File: src/hw/rtl/pba_pkg.sv
// Shared types, codes and helpers for the page bitmap allocator.
`default_nettype none

package pba_pkg;

    localparam int unsigned CFG_W     = 11;
    localparam int unsigned CFG_IDX_W = 2;
    localparam int unsigned PAGE_W    = 15;
    localparam int unsigned WORD_W    = 32;

    localparam logic [CFG_W-1:0] MAP_WORDS_RST = 11'd1024;
    localparam logic [CFG_W-1:0] RSV_WORDS_RST = 11'd0;

    localparam logic [WORD_W-1:0] FULL_WORD = 32'hFFFF_FFFF;
    localparam logic [WORD_W-1:0] ONE_BIT   = 32'h0000_0001;

    // register indexes on the configuration port
    localparam logic [CFG_IDX_W-1:0] CFG_MAP_WORDS = 2'd0;
    localparam logic [CFG_IDX_W-1:0] CFG_RSV_WORDS = 2'd1;

    // operation codes
    localparam logic [1:0] OP_ALLOC = 2'd0;
    localparam logic [1:0] OP_FREE  = 2'd1;
    localparam logic [1:0] OP_MARK  = 2'd2;

    // status codes
    localparam logic [1:0] ST_OK       = 2'd0;
    localparam logic [1:0] ST_NO_PAGES = 2'd1;
    localparam logic [1:0] ST_ALREADY  = 2'd2;

    // classified request, as it travels from front to back
    typedef struct packed {
        logic [1:0]        op;
        logic [PAGE_W-1:0] page;
        logic              in_range;  // word lies below the map limit
        logic              rsv;       // word lies in the reserved area
        logic              none;      // allocate has nothing to scan
    } t_cmd;

    // index of the lowest set bit, zero when none is set
    function automatic logic [4:0] low_set(input logic [WORD_W-1:0] v);
        logic [4:0] idx;
        idx = '0;
        for (int k = WORD_W - 1; k >= 0; k--) begin
            if (v[k]) begin
                idx = 5'(k);
            end
        end
        return idx;
    endfunction

endpackage

`default_nettype wire

File: src/hw/rtl/pba_queue.sv
// Two-entry show-ahead queue between front and back.
`default_nettype none

module pba_queue
    import pba_pkg::*;
(
    input  wire logic i_clk,
    input  wire logic i_rst_n,
    input  wire logic i_push,
    input  wire t_cmd i_cmd,
    input  wire logic i_pop,
    output logic      o_full,
    output logic      o_empty,
    output t_cmd      o_head
);

    t_cmd       r_mem [2];
    logic       r_wp;
    logic       r_rp;
    logic [1:0] r_cnt;

    assign o_full  = r_cnt == 2'd2;
    assign o_empty = r_cnt == 2'd0;
    assign o_head  = r_mem[r_rp];

    always_ff @(posedge i_clk) begin
        if (!i_rst_n) begin
            r_wp  <= 1'b0;
            r_rp  <= 1'b0;
            r_cnt <= 2'd0;
        end else begin
            if (i_push) begin
                r_wp <= !r_wp;
            end
            if (i_pop) begin
                r_rp <= !r_rp;
            end
            if (i_push && !i_pop) begin
                r_cnt <= r_cnt + 2'd1;
            end else if (i_pop && !i_push) begin
                r_cnt <= r_cnt - 2'd1;
            end
        end
    end

    always_ff @(posedge i_clk) begin
        if (i_push) begin
            r_mem[r_wp] <= i_cmd;
        end
    end

endmodule

`default_nettype wire

File: config.mk
export PLATFORM = sky130hd
export DESIGN_NAME = pba_queue
export DESIGN_NICKNAME = d
export VERILOG_FILES = /design/src/hw/rtl/pba_pkg.sv /design/src/hw/rtl/pba_queue.sv
export SDC_FILE = /design/constraint.sdc
export NUM_CORES = 1
export LEC_CHECK = 0
export BUFFER_PORTS_ARGS = -buffer_cell sky130_fd_sc_hd__buf_4
export CORE_ASPECT_RATIO = 1.25
export CORE_UTILIZATION = 50
export DETAILED_ROUTE_END_ITERATION = 6
export PLACE_DENSITY = 0.77
export SLEW_MARGIN = 10
export SYNTH_ARGS = -nofsm -noshare
export SYNTH_HDL_FRONTEND = slang
export SYNTH_SLANG_ARGS = --single-unit
File: constraint.sdc
create_clock -name i_clk -period 2.1 [get_ports i_clk]
set_input_delay 0.105 -clock i_clk [delete_from_list [all_inputs] [get_ports i_clk]]
set_output_delay 0.105 -clock i_clk [all_outputs]
set_load 0.01 [all_outputs]
; ---- Yosys cells after proc, flatten, opt, wreduce, memory -nomap -nowiden
; Memory sizes are Yosys's and may differ from the RTL's. A register that Yosys moved wholly into a read port is not among the register bits.
; Index checks and enable logic that the tools add are counted.
[totals]
memories = 1
wordCells = 21
mem_bits_rw = 40
out_inout_bits = 22
register_bits = 4
[mem_list]
columns = memory, words, word_bits, rd, rd_ports_with_merged_regs, write_ports, line
row1 = r_mem, 2, 20, 1, 1, 1, pba_queue.sv:17  ; t_cmd r_mem [2];
[op_classes]
muxes = 6
n_addsub = 2
n_eq_ne = 1
reduce_logical = 8
[op_table]
columns = cell, count
row1 = $logic_not A1 Y1, 4
row2 = $mux W1, 4
row3 = $mux W2, 2
row4 = $add A2 B1 Y2 const B, 1
row5 = $eq A2 B2 Y1 const B, 1
row6 = $logic_and A1 B1 Y1, 2
row7 = $logic_not A2 Y1, 1
row8 = $reduce_bool A2 Y1, 1
row9 = $sub A2 B1 Y2 const B, 1

; ---- Logic depth before layout (Yosys ltp)
[depth]
depth_word = 4
ltp_mapped = 5

; ---- Least setup slack after synthesis
; OpenSTA, ideal clock, no wires.
[synth_path]
path_type = register to register
startpoint = register r_wp
endpoint = memory r_mem[0][0] in the netlist's numbering, enable pin
stages_incl_launch_ff = 2
arrival_time_ps = 1253
path_buffers = 0
path_slack_ps = 447
required_time_ps = 1700
path_cell_list = dfxtp_1 > nor2b_1
[synth_rtl]
columns = item, line
row1 = from (decl), pba_queue.sv:18  ; logic r_wp;
row2 = from (signal assigned), pba_queue.sv:33  ; r_wp <= !r_wp;
row3 = to (decl), pba_queue.sv:17
; No word-level cell before the write port.

==> impl_metrics.tcl <==
set metrics [dict create \
    required_ns 2.00 \
    yosysMostFrequentCell "edfxtp_1" \
    postCtsSetupBuffers 0 \
    routed_wl_mm 2.90 \
    p_per_area_mw_per_mm2 781 \
    die_h_um 66.3 \
    finalSetupTns_ns 0 \
    finalHoldViolCount 0 \
    placed_cell_area_sq_mm 0.00205 \
    holdBufCountCts 20 \
    synth-edff-count 40 \
    critPathLaunchType "flip-flop" \
    grt_max_degree 22 \
    yosys.area.top_type "edfxtp_1" \
    ctsLongestPathBuffers 2 \
    reg2reg_from "r_wp$_SDFFE_PN0P_" \
    clk_latency_ns 0.29 \
    slew_violations 0 \
    drc 0 \
    cts_tree "done" \
    clock-root-buffer "clkbuf_8" \
    met3_length_um 118 \
    peakVddDrop_mv 0.774 \
    r2r_cells 2 \
    seq_area_frac_synth_pct 78.6 \
    ys.flop_type "edfxtp_1" \
    clk_pin_slew_ns 0.08 \
    final_area_sq_mm 0.00234 \
    critPathCapture "o_head[3]" \
    viasPerCell 4.85 \
    core_area_sq_mm 0.00319 \
    cap_violations 0 \
    grt_usage_pct 19.2 \
    numCtsBuffers 5 \
    drtIter0Drc 22 \
    drive_gt1_share_pct 49.4 \
    syn-num-nets 109 \
    port_buffers 45 \
    first_global_vias 979 \
    die-area_sq_mm 0.00355 \
    arrival_ns 1.40 \
    ios 46 \
    nNetsFinal 182 \
    m1WireLength_mm 1.08 \
    cts_resized 0 \
    yosysUniqueCellTypes 16 \
    wl_met2_mm 1.64 \
    place_congestion 0.661 \
    setup_viol 0 \
    rsz0062_at_grt "no" \
    path_class "reg -> out" \
    grt_pass1_wl_mm 4.52 \
    hp-class "in -> reg" \
    finalCritPeriodShare_pct 71.7 \
    drtPass1Iterations 4 \
    min_period_ns 1.51 \
    synth_common_cells "edfxtp_1, mux2_2, dfxtp_1, and2_1" \
    rrSetupSlack_ns 1.00 \
    synth_warnings 0 \
    worst_slew_pin_slew_ns 0.280 \
    async_reset_ff_share_pct 0 \
    path_max_fanout 20 \
    wire_per_inst_um 14.9 \
    fin_skew_ns 0.00567 \
    synth_top_area_share_pct 72.6 \
    antenna_cells 0 \
    synth_seq_cells 45 \
    fmax_ghz 0.664 \
    syn_area_per_cell_sq_um 19.7 \
    slew_headroom_pct 81.3 \
    antenna_found_initial 0 \
    grt_overflow 0 \
    vias 946 \
    rr_endpoint "r_mem[1][15]$_DFFE_PP_" \
    hpwl_mm 1.85 \
    die_w_um 53.5 \
    cellLeakagePower_uw 0.000909 \
    area_growth_pct 41.4 \
    syn_area_sq_mm 0.00166 \
    synth_cells 84 \
    synth.area.top_cells "edfxtp_1, mux2_2, dfxtp_1, and2_1, xor2_1" \
    start_util_pct 51.8 \
    top_layer "met4" \
    clock-sinks 45 \
    ant_nets 0 \
    status "finished clean" \
    htree_levels 2 \
    cp-end-kind "output port" \
    std_cell_rows 23 \
]
-- layout make-up --
type | instances | area, sq um
clock buffer | 5 | 68.8
clock inverter | 3 | 17.5
fill | 214 | 853
inverter | 1 | 3.75
multi-input combinational | 36 | 343
sequential | 45 | 1300
tap | 37 | 46.3
timing repair buffer | 68 | 561
-- worst max-delay path: stages (launching register included) --
cell,delay [ns]
dfxtp_1,0.31
buf_4,0.26
mux2_2,0.38
buf_4,0.15
-- cells by family after synthesis --
group | after synthesis | share of synthesized area [%]
muxes | 20 | 13.6
AOI/OAI and AO/OA | 3 | 1.21
buffers and inverters | 3 | 0.831
DFF | 45 | 78.6
adders and majority gates | 1 | 0.756
xor gates and xnor gates | 3 | 1.59
and+or+nand+nor | 9 | 3.40
-- sequential cells by signal, summed over array words and instances, names as in the netlist, named ones only --
signal  flops
r_cnt       2
r_mem      40
r_rp        1
r_wp        1
-- through the flow --
stage          worst slack (ns)  power [uW]  instances  util (%)  hold slack [ns]
4_1_cts                   0.566        1850        195      73.3           0.0390
3_5_place_dp              0.901        1320        167      64.3            0.294
3_3_place_gp              0.930        1310        167      64.3            0.291
5_1_grt                   0.531        1910        195      73.3           0.0354
2_1_floorplan             0.447        1190         84         -            0.204
6_report                  0.594        1830        195      73.3           0.0454
-- cell usage in the layout, fill, tap and decap left out, drive strengths merged, types with 2 or more instances in the layout --
master       instances
xor2                 2
dfxtp                5
mux2                20
dlygate4sd3         20
and2                 4
buf                 48
edfxtp              40
clkinv               2
nor2b                2
clkbuf               5
-- how the worst min path moves through the flow --
stage | start | to | slack, ns | depth (start not counted)
6_report | i_rst_n | r_rp$_SDFFE_PN0P_ | 0.05 | 2
3_3_place_gp | i_cmd[7] | r_mem[0][7]$_DFFE_PP_ | 0.29 | 1
2_1_floorplan | i_cmd[0] | r_mem[0][0]$_DFFE_PP_ | 0.20 | 0
5_1_grt | i_rst_n | r_rp$_SDFFE_PN0P_ | 0.04 | 2
3_5_place_dp | i_cmd[13] | r_mem[0][13]$_DFFE_PP_ | 0.29 | 1
4_1_cts | i_rst_n | r_wp$_SDFFE_PN0P_ | 0.04 | 2
-- per-layer routing --
metal	vias up	global-route usage (%)
li1	464	-
met1	449	21.1
met2	27	32.7
met3	6	6.44
met4	0	8.55
met5	-	0
-- report_power, final --
part           total [uW]  leakage (uW)  internal [uW]  switching (uW)
combinational         287      0.000448            169             117
sequential           1050      0.000417           1030            17.6
clock                 495     0.0000439            229             266
total                1830      0.000909           1430             401
Note: power is estimated with default switching activity, not from simulation.
