$ cat config.mk
export PLATFORM = sky130hd
export DESIGN_NAME = pba_front
export DESIGN_NICKNAME = d
export VERILOG_FILES = /design/src/hw/rtl/pba_pkg.sv /design/src/hw/rtl/pba_front.sv
export SDC_FILE = /design/constraint.sdc
export NUM_CORES = 1
export LEC_CHECK = 0
export BUFFER_PORTS_ARGS = -buffer_cell sky130_fd_sc_hd__buf_2
export CORE_MARGIN = 2
export CORE_UTILIZATION = 40
export DETAILED_ROUTE_END_ITERATION = 7
export GPL_TIMING_DRIVEN = 1
export PLACE_DENSITY = 0.78
export RECOVER_POWER = 50
export SYNTH_ARGS = -nofsm -noshare
export SYNTH_HDL_FRONTEND = slang
export SYNTH_SLANG_ARGS = --single-unit
$ cat constraint.sdc
create_clock -name i_clk -period 4.8 [get_ports i_clk]
set_input_delay 0.72 -clock i_clk [delete_from_list [all_inputs] [get_ports i_clk]]
set_output_delay 0.72 -clock i_clk [all_outputs]
set_load 0.05 [all_outputs]
$ cat src/hw/rtl/pba_pkg.sv
// Shared types, codes and helpers for the page bitmap allocator.
`default_nettype none

package pba_pkg;

    localparam int unsigned CFG_W     = 11;
    localparam int unsigned CFG_IDX_W = 2;
    localparam int unsigned PAGE_W    = 15;
    localparam int unsigned WORD_W    = 32;

    localparam logic [CFG_W-1:0] MAP_WORDS_RST = 11'd1024;
    localparam logic [CFG_W-1:0] RSV_WORDS_RST = 11'd0;

    localparam logic [WORD_W-1:0] FULL_WORD = 32'hFFFF_FFFF;
    localparam logic [WORD_W-1:0] ONE_BIT   = 32'h0000_0001;

    // register indexes on the configuration port
    localparam logic [CFG_IDX_W-1:0] CFG_MAP_WORDS = 2'd0;
    localparam logic [CFG_IDX_W-1:0] CFG_RSV_WORDS = 2'd1;

    // operation codes
    localparam logic [1:0] OP_ALLOC = 2'd0;
    localparam logic [1:0] OP_FREE  = 2'd1;
    localparam logic [1:0] OP_MARK  = 2'd2;

    // status codes
    localparam logic [1:0] ST_OK       = 2'd0;
    localparam logic [1:0] ST_NO_PAGES = 2'd1;
    localparam logic [1:0] ST_ALREADY  = 2'd2;

    // classified request, as it travels from front to back
    typedef struct packed {
        logic [1:0]        op;
        logic [PAGE_W-1:0] page;
        logic              in_range;  // word lies below the map limit
        logic              rsv;       // word lies in the reserved area
        logic              none;      // allocate has nothing to scan
    } t_cmd;

    // index of the lowest set bit, zero when none is set
    function automatic logic [4:0] low_set(input logic [WORD_W-1:0] v);
        logic [4:0] idx;
        idx = '0;
        for (int k = WORD_W - 1; k >= 0; k--) begin
            if (v[k]) begin
                idx = 5'(k);
            end
        end
        return idx;
    endfunction

endpackage

`default_nettype wire

$ cat src/hw/rtl/pba_front.sv
// Front stage: take requests, classify them and hand them to the queue.
`default_nettype none

module pba_front
    import pba_pkg::*;
(
    input  wire logic              i_clk,
    input  wire logic              i_rst_n,
    input  wire logic              i_clearing,
    input  wire logic              i_start,
    input  wire logic [1:0]        i_operation,
    input  wire logic [PAGE_W-1:0] i_page_number,
    input  wire logic [CFG_W-1:0]  i_limit,
    input  wire logic [CFG_W-1:0]  i_reserved,
    input  wire logic              i_q_full,
    output logic                   o_busy,
    output logic                   o_push,
    output t_cmd                   o_cmd
);

    logic       r_valid;
    t_cmd       r_cmd;
    logic       take;
    logic [CFG_W-1:0] word;

    assign o_busy = i_clearing || (r_valid && i_q_full);
    assign take   = i_start && !o_busy;
    assign o_push = r_valid && !i_q_full;
    assign o_cmd  = r_cmd;
    assign word   = CFG_W'(i_page_number[PAGE_W-1:5]);

    always_ff @(posedge i_clk) begin
        if (!i_rst_n) begin
            r_valid <= 1'b0;
        end else if (take) begin
            r_valid <= 1'b1;
        end else if (o_push) begin
            r_valid <= 1'b0;
        end
    end

    // classify on entry; the user must keep config stable while requests are in flight, the block does not enforce it
    always_ff @(posedge i_clk) begin
        if (take) begin
            r_cmd.op       <= i_operation;
            r_cmd.page     <= i_page_number;
            r_cmd.in_range <= word < i_limit;
            r_cmd.rsv      <= word < i_reserved;
            r_cmd.none     <= i_reserved >= i_limit;
        end
    end

endmodule

`default_nettype wire

# Yosys cells after proc, flatten, opt, wreduce, memory -nomap -nowiden
# Cells that the tools add are included.
dict set report totals {
  inputBits 44
  regBits 21
  out_inout_bits 22
  word_cells 18
}
dict set report op_classes {
  n_reduce_logical 7
  muxes 2
  magnitude_cmp 3
}
# operator count
set ops {}
lappend ops {{10-bit by 11-bit less-than comparator with 1-bit output} 2}
lappend ops {{11-bit greater-or-equal comparator} 1}
lappend ops {{1-bit logical AND} 3}
lappend ops {{1-bit logical NOT} 2}
lappend ops {{1-bit two-way mux} 2}
lappend ops {{2-bit nonzero test} 1}
lappend ops {{1-bit logical OR} 1}

# Depth between registers and ports, before layout
dict set report logic_depth {
  word_depth 5
  ltp_mapped 6
  depth_no_buf 6
}

# Worst setup path before layout
# OpenSTA, ideal clock, no wires.
dict set report synth_path {
  kind {input -> register}
  startpoint {input i_clearing}
  endpoint {register r_cmd (netlist bit o_cmd[0]) (enable)}
  path_slack_ns 2.300
  setup_ns 0.397
  arrival_ns 2.104
  path_buffers 0
  cell_stages 2
  required_time_ns 4.403
  cell_sequence {nand2b_1 -> nor2_1}
}
dict set report synth_between {
  elab_chain_len 3
}
# element line
set synth_rtl {}
lappend synth_rtl {{start: declaration} pba_front.sv:9} ;# input wire logic i_clearing,
lappend synth_rtl {{1-bit logical OR} pba_front.sv:26} ;# assign o_busy = i_clearing || (r_valid && i_q_full);
lappend synth_rtl {{1-bit logical NOT} pba_front.sv:27} ;# assign take = i_start && !o_busy;
lappend synth_rtl {{1-bit logical AND} pba_front.sv:27}
lappend synth_rtl {{named net take} pba_front.sv:23} ;# logic take;
lappend synth_rtl {{end: declaration} pba_front.sv:22} ;# t_cmd r_cmd;
# The timed path passes the listed nets, and every way through them passes these cells.
# A chain may end at the register's enable or synchronous reset.

# Final worst setup path
dict set report layout_path {
  startpoint {input i_q_full}
  endpoint {output o_busy}
}
dict set report layout_between {
  elab_chain_len 2
}
# element line
set layout_rtl {}
lappend layout_rtl {{start: declaration} pba_front.sv:15} ;# input wire logic i_q_full,
lappend layout_rtl {{1-bit logical AND} pba_front.sv:26}
lappend layout_rtl {{1-bit logical OR} pba_front.sv:26}
lappend layout_rtl {{end: declaration} pba_front.sv:16} ;# output logic o_busy,
# Every way passes these cells.

==> out/summary.txt <==
CTS
--------------------------------------------------------------------------------
Clock latency on the worst-skew pair                                      290 ps
Clk slew on worst S/H paths                                               100 ps
Gates resized, CTS repair                                                      0
# Post-CTS Setup Buffers                                                       0
Library cell used as clock root buffer                                  clkbuf_4
Clock buffer depth                                                             2
TritonCTS sink count                                                          21
Maximum level of the CTS H-tree                                                1
Hold buffer count at cts                                                       0
TritonCTS clock tree                                                       built
Number of buffers inserted during clock tree synthesis                         3

DIE
--------------------------------------------------------------------------------
Cell Rows                                                                     21
Total I/O pin count                                                           66
Initial core utilization                                                   0.411
Horizontal die dimension                                                 62.1 µm
Chip Height                                                              62.1 µm
Die footprint                                                           3850 µm²
Total core area                                                         3280 µm²

FINISH
--------------------------------------------------------------------------------
Summed area of non-filler cells in the final layout                     1750 µm²
Antenna diode count                                                            0
Fillers                                                                      307
Fin util                                                                   0.533
Filler-free cell count of the finished design                                235
Area grow syn2layout                                                       29.7%
Layout cells sized above 1                                                 0.312
Net count, final                                                             263

RUN STATUS
--------------------------------------------------------------------------------
Status                                                              finished, final reports clean

PWR
--------------------------------------------------------------------------------
Leakage power total                                                     0.903 nW
Worst VDD drop                                                         0.0772 mV
Cell Pwr Density                                                      232 nW/µm²

PLACED DESIGN
--------------------------------------------------------------------------------
Placement-stage cell area                                               1740 µm²
Global placer's final weighted congestion                                  0.814
Dpl hpwl                                                                 2380 µm
# port buffers                                                                65
DP Cell Count                                                                231

DRT
--------------------------------------------------------------------------------
DRC errors left                                                                0
Routed wire length                                                       2640 µm
Total iterations of the first detailed-routing run                             4
Via density per instance                                                    4.71
Routed len/inst                                                          11.2 µm
Starting DRT DRC Count                                                        19
Via count                                                                   1108
Residual antenna-violating net count after detailed routing                    0

SYNTH
--------------------------------------------------------------------------------
Synth top area share                                                       0.445
Gate Count Post-Synth                                                        119
Number of library cell types mapped by synthesis                              23
Library cell with the largest summed area after synthesis               edfxtp_1
Yosys warning count                                                            0
Flip-flop and latch count after synthesis                                     21
Synth Cell Area                                                         1350 µm²
Synthesized netlist net count                                                192
Share of the yosys chip area belonging to registers                        0.460
Top post-synthesis cells by area                                    edfxtp_1 45%, ha_1 27%, inv_1 5.8%, a21oi_1 3.3%, a21o_1 3.3%
Synthesized area divided by synthesized cell count                      11.3 µm²

TIMING
--------------------------------------------------------------------------------
Slew @ Worst Pin                                                         1020 ps
Number of failing setup endpoints in the final timing report                   0
Max Clock Freq                                                           518 MHz
Worst hold slack                                                          595 ps
Final total negative setup slack                                            0 ps
Period utilization                                                         0.402
Tightest slew margin relative to the limit                                 0.321
Final critical path time including I/O delays and setup                  1930 ps
RSZ-0062 raised after global routing                                       false
Fin Clk Skew                                                            0.584 ps
Final Hold Violating Endpoints                                                 0
Max-slew violations                                                            0

SETUP PATH
--------------------------------------------------------------------------------
Worst endpoint data arrival time                                         1210 ps
Kind of end point of the critical path                                output pin
Data required time of the critical path                                  4080 ps
Critical-path maximum fanout                                                   2
R2r startpoint                                                      r_valid$_SDFFE_PN0P_
Source of the critical timing path                                      i_q_full
Critical setup path kind                                            primary input to output pin
Startpoint class of the critical path                               primary input

GRT
--------------------------------------------------------------------------------
GRT Overall Usage                                                          0.136
Number of global-route vias before repair                                    975
Number of antenna violations at the first check in global routing              0
First-pass GRT wire length                                               3940 µm
Total overflow reported by the global router                                   0
Largest net degree at the start of global routing                             21

RUN
--------------------------------------------------------------------------------
MaxCap Viol Count                                                              0

MIN PATH
--------------------------------------------------------------------------------
Launch instance of the worst min-delay path                         r_valid$_SDFFE_PN0P_
Hold WC Path Type                                                   flop to flop

[per-stage QoR]
| step | total power (W) | worst slack (ps) |
|---|---|---|
| 6_report | 0.000406 | 2870 |
| 3_3_place_gp | 0.000330 | 2810 |
| 5_1_grt | 0.000433 | 2780 |
| 2_1_floorplan | 0.000292 | 2300 |
| 3_5_place_dp | 0.000334 | 2800 |
| 4_1_cts | 0.000412 | 2870 |
[synth_stat cells (all sizes together)]
library cell,count
inv,21
dfxtp,1
nor3b,1
nand2b,4
nand2,5
a21oi,9
a211oi,1
nor2b,1
o211ai,2
a211o,1
nand3,4
o21a,1
a21o,6
o21ai,5
edfxtp,20
and2,1
nor3,1
and4b,1
a31oi,3
ha,29
nor2,2
[routing by layer]
layer  share of wire  global-route usage  vias to the layer above
met5               0                   0                        -
met4           0.015              0.0547                        0
met3           0.081              0.0124                        4
met2            0.48               0.244                       42
met1            0.43               0.167                      487
li1                -                   -                      575
[worst max-delay path: stages]
cell,delay (ps)
buf_2,90
nand2_1,60
nand2b_1,80
buf_2,260
[logic make-up after synthesis]
| family | after synthesis | synth area share |
|---|---|---|
| flip-flops | 21 | 0.460 |
| AND/OR/NAND/NOR | 20 | 0.0844 |
| adder cells (fa/ha/maj) | 29 | 0.269 |
| AO/OA/AOI/OAI | 28 | 0.128 |
| buffers and inverters | 21 | 0.0584 |
[report_power, final]
part	leakage, nW	internal [W]	switching, W	total [W]
registers	0.195	0.000211	0.00000169	0.000212
logic	0.693	0.0000432	0.0000716	0.000115
clock network	0.0150	0.0000323	0.0000464	0.0000787
total	0.903	0.000286	0.000120	0.000406
[flip-flops by register name (all words and copies together) (netlist names)]
name and flops:
o_cmd 20, r_valid 1
[final cells by class]
cell class | instances | area (µm²) | share of cell area
Tap cell | 46 | 57.6 | 0.0329
Inverter | 21 | 78.8 | 0.0451
Multi-Input combinational cell | 77 | 649 | 0.371
Sequential cell | 21 | 621 | 0.355
Timing Repair Buffer | 66 | 317 | 0.181
Clock buffer | 4 | 26.3 | 0.0150
[path summary, 6_finish.rpt]
path / endpoint / slack, ps / depth (start not counted)
worst max-delay path: o_busy / 2870 / 4
worst min-delay path: r_valid$_SDFFE_PN0P_ / 590 / 3
worst max register to register: o_cmd[15]$_DFFE_PP_ / 3130 / 4
worst min register to register: r_valid$_SDFFE_PN0P_ / 590 / 3
[placed cells by master, fill, tap and decap left out, drive strengths merged, types with 3 or more instances in the layout]
cell type   n
o21ai       5
a21oi       9
clkbuf     15
nand3       4
buf        55
edfxtp     20
ha         29
nand2b      4
a21o        6
nand2       5
a31oi       3
inv        21
No activity file was read; power rests on OpenSTA's default activity.
